<file path="src/hdl/mmss_pkg.sv">
// Shared definitions for the merged-mining slot search core.
// Holds the LCG constants and the command/status bundles between controller and datapath.
// No dependencies.
`default_nettype none

package mmss_pkg;

    localparam logic [31:0] LCG_MUL = 32'd1103515245;
    localparam logic [31:0] LCG_ADD = 32'd12345;

    typedef struct packed {
        logic store_id;
        logic search_clear;
        logic lg_inc;
        logic nonce_clear;
        logic nonce_inc;
        logic trial_init;
        logic check;
        logic emit_ok;
        logic emit_fail;
    } mmss_cmd_t;

    typedef struct packed {
        logic lg_at_limit;
        logic size_short;
        logic collision;
        logic k_last;
        logic nonce_last;
        logic lg_last;
        logic out_free;
    } mmss_status_t;

endpackage

`default_nettype wire

</file>
<file path="src/hdl/mmss_ctrl.sv">
// Controller state machine for the merged-mining slot search core.
// Sequences loading, tree sizing, nonce trials and result emission; depends on mmss_pkg.
`default_nettype none

module mmss_ctrl
    import mmss_pkg::*;
(
    input  wire logic         aclk,
    input  wire logic         aresetn,
    input  wire logic         s_tvalid,
    input  wire logic         s_tlast,
    output logic              s_tready,
    input  mmss_status_t      status,
    output mmss_cmd_t         cmd
);

    typedef enum logic [6:0] {
        S_LOAD  = 7'b0000001,
        S_SIZE  = 7'b0000010,
        S_INIT  = 7'b0000100,
        S_CHECK = 7'b0001000,
        S_NEXT  = 7'b0010000,
        S_EMIT  = 7'b0100000,
        S_FAIL  = 7'b1000000
    } state_t;

    state_t state_reg;
    state_t state_next;

    assign s_tready = (state_reg == S_LOAD);

    always_comb begin
        state_next = state_reg;
        cmd        = '0;
        case (state_reg)
            S_LOAD: begin
                if (s_tvalid) begin
                    cmd.store_id = 1'b1;
                    if (s_tlast) begin
                        cmd.search_clear = 1'b1;
                        state_next       = S_SIZE;
                    end
                end
            end
            S_SIZE: begin
                if (status.lg_at_limit) begin
                    state_next = S_FAIL;
                end else if (status.size_short) begin
                    cmd.lg_inc = 1'b1;
                end else begin
                    state_next = S_INIT;
                end
            end
            S_INIT: begin
                cmd.trial_init = 1'b1;
                state_next     = S_CHECK;
            end
            S_CHECK: begin
                cmd.check = 1'b1;
                if (status.collision) begin
                    state_next = S_NEXT;
                end else if (status.k_last) begin
                    state_next = S_EMIT;
                end
            end
            S_NEXT: begin
                if (status.nonce_last) begin
                    if (status.lg_last) begin
                        state_next = S_FAIL;
                    end else begin
                        cmd.lg_inc      = 1'b1;
                        cmd.nonce_clear = 1'b1;
                        state_next      = S_INIT;
                    end
                end else begin
                    cmd.nonce_inc = 1'b1;
                    state_next    = S_INIT;
                end
            end
            S_EMIT: begin
                if (status.out_free) begin
                    cmd.emit_ok = 1'b1;
                    if (status.k_last) begin
                        state_next = S_LOAD;
                    end
                end
            end
            S_FAIL: begin
                if (status.out_free) begin
                    cmd.emit_fail = 1'b1;
                    state_next    = S_LOAD;
                end
            end
            default: begin
                state_next = S_LOAD;
            end
        endcase
    end

    always_ff @(posedge aclk) begin
        if (!aresetn) begin
            state_reg <= S_LOAD;
        end else begin
            state_reg <= state_next;
        end
    end

endmodule

`default_nettype wire

</file>
<file path="src/hdl/mmss_dpath.sv">
// Datapath for the merged-mining slot search core: chain store, LCG slot mapper,
// slot compare against earlier chains, slot store and the output register; depends on mmss_pkg.
`default_nettype none

module mmss_dpath
    import mmss_pkg::*;
#(
    parameter int MAX_CHAINS     = 16,
    parameter int TREE_LOG_LIMIT = 8
) (
    input  wire logic         aclk,
    input  wire logic         aresetn,
    input  mmss_cmd_t         cmd,
    output mmss_status_t      status,
    input  wire logic [15:0]  chain_id,
    output logic              m_tvalid,
    input  wire logic         m_tready,
    output logic [6:0]        slot_index,
    output logic [6:0]        search_nonce,
    output logic [7:0]        tree_slots,
    output logic              found,
    output logic              last_result
);

    localparam int W     = (TREE_LOG_LIMIT > 1) ? TREE_LOG_LIMIT - 1 : 1;
    localparam int KW    = (MAX_CHAINS > 1) ? $clog2(MAX_CHAINS) : 1;
    localparam int CW    = $clog2(MAX_CHAINS + 1);
    localparam int LW    = $clog2(TREE_LOG_LIMIT + 1);
    localparam int SW    = TREE_LOG_LIMIT + 1;
    localparam int CMPW  = (SW > CW) ? SW : CW;
    localparam logic [W-1:0] MulW      = LCG_MUL[W-1:0];
    localparam logic [W-1:0] AddW      = LCG_ADD[W-1:0];
    localparam logic [7:0]   FailSlots = 8'((1 << (TREE_LOG_LIMIT - 1)) & 255);

    logic [15:0]     chain_store_reg [MAX_CHAINS];
    logic [W-1:0]    slot_store_reg  [MAX_CHAINS];
    logic [CW-1:0]   count_reg, count_next;
    logic [W-1:0]    nonce_reg, nonce_next;
    logic [LW-1:0]   lg_reg, lg_next;
    logic [KW-1:0]   k_reg, k_next;
    logic [W-1:0]    r_reg;
    logic            m_valid_reg, m_valid_next;
    logic [6:0]      m_slot_reg, m_nonce_reg;
    logic [7:0]      m_tree_reg;
    logic            m_found_reg, m_last_reg;

    logic [CMPW-1:0] size_full;
    logic [W-1:0]    mask;
    logic [W-1:0]    id_w, sum_w, prod_w, slot_w;
    logic [MAX_CHAINS-1:0] hit;
    logic            out_free;
    logic            count_clear;

    assign size_full = {{(CMPW - 1){1'b0}}, 1'b1} << lg_reg;
    assign mask      = W'(size_full - {{(CMPW - 1){1'b0}}, 1'b1});
    assign id_w      = chain_store_reg[k_reg][W-1:0];
    assign sum_w     = r_reg + id_w;
    assign prod_w    = W'(sum_w * MulW);
    assign slot_w    = (prod_w + AddW) & mask;
    assign out_free  = !m_valid_reg || m_tready;
    assign count_clear = cmd.emit_fail || (cmd.emit_ok && status.k_last);

    always_comb begin
        for (int j = 0; j < MAX_CHAINS; j++) begin
            hit[j] = (KW'(j) < k_reg) && (slot_store_reg[j] == slot_w);
        end
    end

    always_comb begin
        status.lg_at_limit = (lg_reg == LW'(TREE_LOG_LIMIT));
        status.size_short  = (size_full < CMPW'(count_reg));
        status.collision   = |hit;
        status.k_last      = ((CW'(k_reg) + CW'(1)) == count_reg);
        status.nonce_last  = (nonce_reg == mask);
        status.lg_last     = (lg_reg == LW'(TREE_LOG_LIMIT - 1));
        status.out_free    = out_free;
    end

    always_comb begin
        count_next   = count_reg;
        nonce_next   = nonce_reg;
        lg_next      = lg_reg;
        k_next       = k_reg;
        m_valid_next = m_valid_reg && !m_tready;
        if (cmd.store_id && (count_reg < CW'(MAX_CHAINS))) begin
            count_next = count_reg + CW'(1);
        end
        if (count_clear) begin
            count_next = '0;
        end
        if (cmd.search_clear) begin
            lg_next    = '0;
            nonce_next = '0;
        end
        if (cmd.lg_inc) begin
            lg_next = lg_reg + LW'(1);
        end
        if (cmd.nonce_clear) begin
            nonce_next = '0;
        end
        if (cmd.nonce_inc) begin
            nonce_next = nonce_reg + W'(1);
        end
        if (cmd.trial_init) begin
            k_next = '0;
        end
        if (cmd.check && !status.collision) begin
            k_next = status.k_last ? '0 : k_reg + KW'(1);
        end
        if (cmd.emit_ok) begin
            k_next = k_reg + KW'(1);
        end
        if (cmd.emit_ok || cmd.emit_fail) begin
            m_valid_next = 1'b1;
        end
    end

    always_ff @(posedge aclk) begin
        if (!aresetn) begin
            count_reg   <= '0;
            nonce_reg   <= '0;
            lg_reg      <= '0;
            k_reg       <= '0;
            m_valid_reg <= 1'b0;
        end else begin
            count_reg   <= count_next;
            nonce_reg   <= nonce_next;
            lg_reg      <= lg_next;
            k_reg       <= k_next;
            m_valid_reg <= m_valid_next;
        end
    end

    always_ff @(posedge aclk) begin
        if (cmd.store_id && (count_reg < CW'(MAX_CHAINS))) begin
            chain_store_reg[count_reg[KW-1:0]] <= chain_id;
        end
        if (cmd.trial_init) begin
            r_reg <= W'(nonce_reg * MulW) + AddW;
        end
        if (cmd.check && !status.collision) begin
            slot_store_reg[k_reg] <= slot_w;
        end
        if (cmd.emit_ok) begin
            m_slot_reg  <= 7'(slot_store_reg[k_reg]);
            m_nonce_reg <= 7'(nonce_reg);
            m_tree_reg  <= 8'(size_full);
            m_found_reg <= 1'b1;
            m_last_reg  <= status.k_last;
        end else if (cmd.emit_fail) begin
            m_slot_reg  <= '0;
            m_nonce_reg <= '0;
            m_tree_reg  <= FailSlots;
            m_found_reg <= 1'b0;
            m_last_reg  <= 1'b1;
        end
    end

    assign m_tvalid     = m_valid_reg;
    assign slot_index   = m_slot_reg;
    assign search_nonce = m_nonce_reg;
    assign tree_slots   = m_tree_reg;
    assign found        = m_found_reg;
    assign last_result  = m_last_reg;

endmodule

`default_nettype wire

</file>
<file path="src/hdl/merged_mining_slot_search_core.sv">
// After the last chain, the tree grows until it holds all chains or hits its limit;
// each nonce trial then runs setup, one chain per cycle through the LCG mapper, and
// advance on a collision; then the N result items go out at one per cycle while
// m_tready is high. Worst case about 255 trials. One set is searched at a time.
// Reset: aresetn synchronous, active low; clears the chain count and output valid.
`default_nettype none

module merged_mining_slot_search_core
    import mmss_pkg::*;
#(
    parameter int MAX_CHAINS     = 16,
    parameter int TREE_LOG_LIMIT = 8
) (
    input  wire logic         aclk,
    input  wire logic         aresetn,
    input  wire logic         s_tvalid,
    output logic              s_tready,
    input  wire logic [15:0]  s_tdata,   // [15:0] chain_id
    input  wire logic         s_tlast,   // last_chain
    output logic              m_tvalid,
    input  wire logic         m_tready,
    output logic [23:0]       m_tdata,   // [6:0] slot_index, [13:7] search_nonce,
                                         // [21:14] tree_slots, [23:22] zero
    output logic              m_tuser,   // found
    output logic              m_tlast    // last_result
);

    mmss_cmd_t    cmd;
    mmss_status_t status;
    logic [6:0]   slot_index;
    logic [6:0]   search_nonce;
    logic [7:0]   tree_slots;

    mmss_ctrl u_ctrl (
        .aclk     (aclk),
        .aresetn  (aresetn),
        .s_tvalid (s_tvalid),
        .s_tlast  (s_tlast),
        .s_tready (s_tready),
        .status   (status),
        .cmd      (cmd)
    );

    mmss_dpath #(
        .MAX_CHAINS     (MAX_CHAINS),
        .TREE_LOG_LIMIT (TREE_LOG_LIMIT)
    ) u_dpath (
        .aclk         (aclk),
        .aresetn      (aresetn),
        .cmd          (cmd),
        .status       (status),
        .chain_id     (s_tdata),
        .m_tvalid     (m_tvalid),
        .m_tready     (m_tready),
        .slot_index   (slot_index),
        .search_nonce (search_nonce),
        .tree_slots   (tree_slots),
        .found        (m_tuser),
        .last_result  (m_tlast)
    );

    assign m_tdata = {2'b00, tree_slots, search_nonce, slot_index};

endmodule

`default_nettype wire

</file>
<file path="config.mk">
export PLATFORM = sky130hd
export DESIGN_NAME = merged_mining_slot_search_core
export DESIGN_NICKNAME = d
export VERILOG_FILES = /design/src/hdl/mmss_pkg.sv /design/src/hdl/mmss_ctrl.sv /design/src/hdl/mmss_dpath.sv /design/src/hdl/merged_mining_slot_search_core.sv
export SDC_FILE = /design/constraint.sdc
export NUM_CORES = 1
export LEC_CHECK = 0
export ABC_CLOCK_PERIOD_IN_PS = 23000
export BUFFER_PORTS_ARGS = -buffer_cell sky130_fd_sc_hd__buf_2
export CORE_UTILIZATION = 50
export CTS_BUF_LIST = sky130_fd_sc_hd__clkbuf_8
export DETAILED_ROUTE_END_ITERATION = 10
export PLACE_DENSITY = 0.63
export SLEW_MARGIN = 40
export SYNTH_ARGS = -nofsm -noshare
export SYNTH_HDL_FRONTEND = slang
export SYNTH_SLANG_ARGS = --single-unit
export TNS_END_PERCENT = 5
</file>
<file path="constraint.sdc">
create_clock -name aclk -period 23 [get_ports aclk]
set_clock_uncertainty 0.2 [all_clocks]
set_input_delay 1.15 -clock aclk [delete_from_list [all_inputs] [get_ports aclk]]
set_output_delay 1.15 -clock aclk [all_outputs]
set_load 0.01 [all_outputs]
</file>
; After elaboration in Yosys (flattened, before gate mapping)
; Memory sizes are Yosys's and may differ from the RTL's. A register that Yosys moved wholly into a read port is not among the register bits.
; Cells that the tools add are included.
[word_totals]
reg_bits = 59
ram_bits = 368
latch_bits = 0
romBits = 0
n_memories = 2
word_cells = 165
[op_classes]
eq_ne = 34
muxes = 52
n_reduce_logical = 33
div_mod_pow = 0
mul = 2
shifts = 1
magnitude_cmp = 18
n_addsub = 9
bitwise = 2
[mem_list]
columns = name, depth, width, read_ports, rd_clocked_by_memory_dff, wr, line
row1 = u_dpath.chain_store_reg, 16, 16, 1, 1, 1, mmss_dpath.sv:35  ; logic [15:0] chain_store_reg [MAX_CHAINS];
row2 = u_dpath.slot_store_reg, 16, 7, 17, 1, 1, mmss_dpath.sv:36  ; logic [W-1:0] slot_store_reg [MAX_CHAINS];
[ops]
columns = cell, n
row1 = 7-bit == test, 17
row2 = 7-bit 2-to-1 mux, 17
row3 = 7-bit one-hot mux with 7 select lines, 1
row4 = 4-bit 2-to-1 mux, 10
row5 = 4-bit less-than comparator (first input constant), 8
row6 = 1-bit logical AND, 20
row7 = 3-bit by 4-bit less-than comparator with 1-bit output (first input constant), 4
row8 = 1-bit 2-to-1 mux, 16
row9 = 8-bit 2-to-1 mux, 2
row10 = 16-bit OR reduction, 1
row11 = 7-bit by 6-bit adder with 7-bit output (second input constant), 2
row12 = 7-bit by 6-bit multiplier with 7-bit output (second input constant), 2
row13 = 2-bit 2-to-1 mux, 5
row14 = 9-bit by 5-bit less-than comparator with 1-bit output, 1
row15 = 1-bit by 4-bit << shifter with 9-bit output (first input constant), 1
row16 = 4-bit by 1-bit adder with 4-bit output (second input constant), 2
row17 = 1-bit by 4-bit less-than comparator with 1-bit output (first input constant), 2
row18 = 2-bit by 4-bit less-than comparator with 1-bit output (first input constant), 2
row19 = 2-bit by 1-bit != test with 1-bit output (second input constant), 4
row20 = 7-bit by 1-bit adder with 7-bit output (second input constant), 1
row21 = 7-bit adder, 1
row22 = 7-bit AND, 1
row23 = 7-bit by 1-bit == test with 1-bit output (second input constant), 1
row24 = 7-bit by 2-bit == test with 1-bit output (second input constant), 1
row25 = 23 further kinds, 29

; Logic depth before layout (Yosys ltp)
; Gate-level depths: netlist of the first run.
[logic_depth]
word_depth = 13
depth_mapped = 29
ltp_nobuf = 25

; Modules after synthesis
; Synthesis of the first run repeated with hierarchy kept, for this count alone.
[hier_totals]
hier_cells = 1073
hier_area_um2 = 14818.0
[by_module_without_submodules]
columns = module, area_each_um2, cells_each, instances, seq_area_each_um2
row1 = mmss_dpath, 14236.2, 1001, 1, 8147.8
row2 = mmss_ctrl, 563.0, 69, 1, 140.1
row3 = merged_mining_slot_search_core, 18.8, 3, 1, 0.0

; Worst setup path before layout of the first run
; OpenSTA, ideal clock, no wires.
[synth_path]
path_type = register -> register
start = register (tool-made name)
end = memory u_dpath.slot_store_reg[10][0] (netlist name) (enable)
path_buffers = 4
path_stages_with_launch = 30
arrival_time_ns = 7.769
period_less_slack_ns = 8.329
setup_time_ns = 0.360
path_slack_ns = 14.671
cell_sequence = dfxtp_1 > buf_6 > buf_1 > buf_1 > mux4_2 > mux4_2 > ha_1 > a21o_1 > a21oi_1 > o21ai_0 > a21oi_1 > xnor2_1 > ha_1 > ha_1 > inv_1 > fa_1 > inv_1 > ha_1 > ha_1 > xor2_1 > a21oi_4 > buf_4 > xnor2_1 > nand4_1 > o2111ai_1 > or4b_1 > a2bb2oi_2 > nor2b_1 > nand3_1 > nor2_1
[synth_rtl]
columns = element, line
row1 = "end, declared", mmss_dpath.sv:36

==> run metrics, run 1 <==
min Tclk post-route=9.53 ns; share of cells above drive strength 1=0.176; Remaining Overflow, GRT=0; Finish-stage setup viols=0; clock latency on the worst-skew pair=0.58 ns; cell repeated most along the worst path=ha_1; Final Max Tran Viols=0; placed cell count=1,468; Synth Area per Inst=13.6 sq um; vias in the first global route=8,987; Max Cap Violations=0; DRC Markers=0; initial core utilization=0.510; maximum vdd drop=0.0603 mV; Hold Slack=0.328 ns; largest area contributor in the netlist=edfxtp_1; worst reg2reg setup slack=13.47 ns; Distinct cells, synth=71; Max Fclk=0.105 GHz; worst-margin pin slew=0.771 ns; Worst Hold Path EP=u_dpath.lg_reg[1]; Crit. End Element=flop; DRT antenna net count=0; Yosys reg bits=287; power consumption=1.41 mW; core area=28,800 sq um; asr flop ratio synth=0; crit path kind=flop to flop; area fraction of the dominant cell type after synthesis=0.520; die area=30,000 sq um; Post-CTS Hold Buffers=0; sequential area share after synthesis=0.565; Final Net Count=1,212; worst-case clock buffer depth=3; drt wl/cell=21.3 um; number of port buffers=37; RSZ-0062 raised after global routing=false; Post-Syn Instances=1,079; Hold Path Origin=u_dpath.lg_reg[1]; CP Max Fanout=29; Critical-path top delay cell=dfxtp_4; cells taking the most area after synthesis=edfxtp_1 52%, mux4_2 11%, xnor2_1 4.8%; CTS Buf Count=48; Hold Path Depth=2; H-tree levels=2; vias=9,125; Buf+Inv Stages, Crit Path=4; final worst slack=13.47 ns; Warnings, synthesis=0; number of synthesized flops with an enable pin=254; clock sink count=287; non-filler cells, final=1,557; fin crit share=0.414; GP Congestion=0.862; worst hold path class=flop to flop; r2r worst-path depth=27; Leakage=5.47 nW; diodes inserted=0; pre-CTS setup slack=13.43 ns; Worst path max stage delay=0.75 ns; status=finished, final reports clean; pin count of the biggest net entering global routing=57; Cell Rows=62; final hold viol count=0; first-pass GRT wire length=52.7 mm; Slew HR=0.481; worst r2r dst=u_dpath.slot_store_reg[12][1]; I/O Pins=49; Root Buffer=clkbuf_8; Pwr Density=87.0 nW/um^2; Post-CTS Setup Inserts=0; all-layer global routing usage=0.229; setup tns final=0 ns; CTS resizes=0; DP HPWL=23.9 mm; Cell Area, Placed=15,300 sq um; average via count per standard cell=5.86; First-pass DRT Iterations=5; final core occ=0.562; total wire length=33.2 mm; initial drt markers=861; die width=173 um; CP top delay family=simple AND/OR/NAND/NOR gates; Area Overhead vs Synth=10.2%; Crit path required time=22.98 ns; CP arrival=9.52 ns; height of the die=173 um; Synth Flop Type=edfxtp_1; cell area after synthesis=14,700 sq um; Reg clk slew, reported paths=0.06 ns; antenna violations before repair=0; CTS tree=yes; cell area after layout=16,200 sq um; startpoint types=flop
layer usage:
| metal | global-route usage | part of all wire | vias up |
|---|---|---|---|
| met4 | 0.0590 | 0.019 | 0 |
| met3 | 0.0471 | 0.067 | 49 |
| met2 | 0.361 | 0.47 | 311 |
| li1 | - | - | 4233 |
| met1 | 0.325 | 0.45 | 4532 |
| met5 | 0 | 0 | - |
worst max-delay path by stage:
stage / startpoint / end / cells after the start
floorplan: flop / u_dpath.slot_store_reg[10][0] / 29
finish: flop / u_dpath.slot_store_reg[12][1] / 27
CTS: flop / u_dpath.slot_store_reg[12][1] / 27
global route: flop / u_dpath.slot_store_reg[15][0] / 27
global placement: flop / u_dpath.slot_store_reg[12][4] / 26
detailed placement: flop / u_dpath.slot_store_reg[12][4] / 27
tightest hold or removal path: cells and delay by family, from the launching register on:
kind | cells | cell delay, ns
AOI/OAI and AO/OA | 1 | 0.06
DFF | 1 | 0.35
and+or+nand+nor | 1 | 0.08
synthesized netlist by cell type (3+ instances only):
cell type and n:
nor3_1 21, buf_2 8, clkbuf_1 25, buf_4 4, nor2b_1 8, nand2_1 34, a31oi_1 6, mux4_2 70
o221ai_1 3, nor2_1 88, nor4_1 5, o21ai_0 24, dfxtp_1 33, nand3_1 34, edfxtp_1 254, or2_2 3
a211oi_1 13, and2_1 26, nor3b_1 10, o21a_1 4, mux2i_1 7, o211ai_1 4, nand2b_1 11, nand4_1 32
a221oi_1 3, fa_1 6, nand4b_1 3, inv_1 53, buf_1 8, and3_1 13, a21o_1 6, o22ai_1 3
o2111ai_1 9, xnor2_1 80, ha_1 51, or4b_1 3, xor2_1 27, a21oi_1 38, or3_1 10
cell families (layout without fill, tap and decap cells):
kind of cell / Yosys count / after routing / synth area share
AO/OA/AOI/OAI: 133 / 133 / 0.0616
XOR/XNOR: 108 / 108 / 0.0654
adder cells (fa/ha/maj): 57 / 57 / 0.0517
buffers and inverters: 101 / 194 / 0.0286
flip-flops: 287 / 287 / 0.565
multiplexers: 80 / 80 / 0.115
other: 1 / 2 / 0.000256
AND/OR/NAND/NOR: 312 / 312 / 0.113
final cells by class:
cell class,count,area (sq um)
fillers,2357,12600
flip-flops and latches,287,8290
multi-input cells,692,6030
clock buffers,48,661
well taps,384,480
repair buffers,51,302
clock inverters,41,203
inverters,54,203
cell usage in the layout (no fill, tap or decap), types with 17 or more instances in the layout:
cell	n
a21oi_1	37
nand4_1	32
dfxtp_1	31
nand2_1	34
buf_2	37
xor2_1	27
and2_1	26
nor3_1	17
mux4_2	70
nand3_1	34
clkbuf_8	48
xnor2_1	80
edfxtp_1	254
ha_1	50
inv_1	74
o21ai_0	24
nor2_1	85
power by group:
group	leakage, nW	switching [mW]	internal, mW	total [mW]
combinational	2.39	0.239	0.167	0.405
clock	0.519	0.206	0.207	0.413
sequential	2.56	0.00947	0.579	0.588
(Power assumes the default switching activity.)
==> inputs of run 2 (changes only) <==
ABC_CLOCK_PERIOD_IN_PS = 9960   (was 23000)
clock period = 9.96 ns   (was 23 ns; I/O delays follow)
==> run 2 against run 1 <==
Compared with the run above:
- sequential share of layout area down 0.20 points
- final cell count up 0.45%
- routed wire length up 5.4%
- combinational power up 130%
- worst setup slack worse by 12 ns
- fmax up 7.6%
- clock power up 130%
- design area up 0.40%
==> run metrics, run 2 (synthesized netlist as in run 1, its figures left out) <==
status=finished, final reports clean; Finish-stage setup viols=0; Area Overhead vs Synth=10.6%; worst-case clock buffer depth=3; final hold viol count=0; height of the die=173 um; startpoint types=flop; area taken by flip-flops and latches=8290 sq um; most frequent cells in the layout=254 x edfxtp_1, 84 x nor2_1, 80 x xnor2_1; die area=30,000 sq um; core area=28,800 sq um; area of the multi-input gates=6050 sq um; Post-CTS Setup Inserts=0; DRT antenna net count=0; Final Max Tran Viols=0; Crit path required time=9.96 ns; vias=9,291; number of port buffers=37; Reg clk slew, reported paths=0.05 ns; worst r2r dst=u_dpath.slot_store_reg[0][5]; Hold Path Origin=s_tlast; Pwr Density=201 nW/um^2; CP arrival=8.86 ns; clock latency on the worst-skew pair=0.59 ns; layout filler cell count=2,373; Max Fclk=0.113 GHz; GP Congestion=0.905; I/O Pins=49; worst reg2reg setup slack=1.10 ns; worst hold path class=input port to flop; Buf+Inv Stages, Crit Path=3; first-pass GRT wire length=54.2 mm; share of cells above drive strength 1=0.180; Hold Path Depth=4; Worst path max stage delay=0.73 ns; Remaining Overflow, GRT=0; Hold Slack=0.0614 ns; H-tree levels=2; First-pass DRT Iterations=5; CP top delay family=simple AND/OR/NAND/NOR gates; all-layer global routing usage=0.239; pin count of the biggest net entering global routing=32; average via count per standard cell=5.94; diodes inserted=0; DP HPWL=24.5 mm; Max Cap Violations=0; Crit. End Element=flop; vias in the first global route=9,046; Worst Hold Path EP=u_ctrl.state_reg[0]; r2r worst-path depth=26; Leakage=5.49 nW; die width=173 um; power consumption=3.26 mW; crit path kind=flop to flop; Critical-path top delay cell=dfxtp_4; RSZ-0062 raised after global routing=false; antenna violations before repair=0; CP Max Fanout=31; Final Net Count=1,219; Slew HR=0.430; clock sink count=287; setup tns final=0 ns; Cell Rows=62; maximum vdd drop=0.155 mV; CTS tree=yes; commonest non-fill, non-tap cell in the layout=edfxtp_1; total wire length=35.0 mm; cell repeated most along the worst path=ha_1; initial core utilization=0.510; fin crit share=0.890; min Tclk post-route=8.86 ns; CTS Buf Count=50; initial drt markers=826; drt wl/cell=22.4 um; DRC Markers=0; worst-margin pin slew=0.845 ns; Root Buffer=clkbuf_8
==> run 2: report_power, final <==
part           internal (mW)  total (mW)  switching, mW
Combinational          0.387       0.948          0.562
Sequential              1.34        1.36         0.0216
Clock                  0.473       0.958          0.485
==> run 2: worst max-delay path by stage <==
| stage | startpoint | cells after the start | to | slack [ns] |
|---|---|---|---|---|
| 2_1_floorplan | flop | 29 | u_dpath.slot_store_reg[10][0] | 1.63 |
| 3_3_place_gp | flop | 26 | u_dpath.slot_store_reg[13][2] | 1.15 |
| 5_1_grt | flop | 26 | u_dpath.slot_store_reg[14][2] | 0.61 |
| 3_5_place_dp | flop | 26 | u_dpath.slot_store_reg[0][2] | 1.14 |
| 6_report | flop | 26 | u_dpath.slot_store_reg[0][5] | 1.10 |
| 4_1_cts | flop | 26 | u_dpath.slot_store_reg[13][2] | 1.11 |
==> run 2: layer usage <==
metal,GRT usage,share of wire
met1,0.355,0.45
met2,0.360,0.45
met3,0.0434,0.075
met4,0.0686,0.021
met5,0,0
==> run 2: tightest hold or removal path, delay by kind of cell <==
family                 cells  cell delay [ns]
and+or+nand+nor            3             0.20
buffers and inverters      1             0.09
==> run 2: stage by stage <==
stage / instances / util / area, sq um / worst slack [ns]
2_1_floorplan: 1080 / - / 14700 / 1.63
3_3_place_gp: 1472 / 0.531 / 15300 / 1.15
3_5_place_dp: 1472 / 0.533 / 15300 / 1.14
4_1_cts: 1564 / 0.564 / 16200 / 1.11
5_1_grt: 1564 / 0.564 / 16200 / 0.612
6_report: 1564 / 0.564 / 16200 / 1.10
==> run 2: repair_timing <==
action,4_1_cts,5_1_grt
gates resized for setup,0,0
hold buffers,1,0
endpoints found under the hold margin,2,0
==> run 2: final cells by class <==
cell class                      count  share of cell area
Inverter                           54              0.0125
Sequential cell                   287               0.511
Tap cell                          384              0.0296
Clock buffer                       50              0.0424
Multi-Input combinational cell    692               0.372
Timing Repair Buffer               56              0.0203
Clock inverter                     41              0.0118
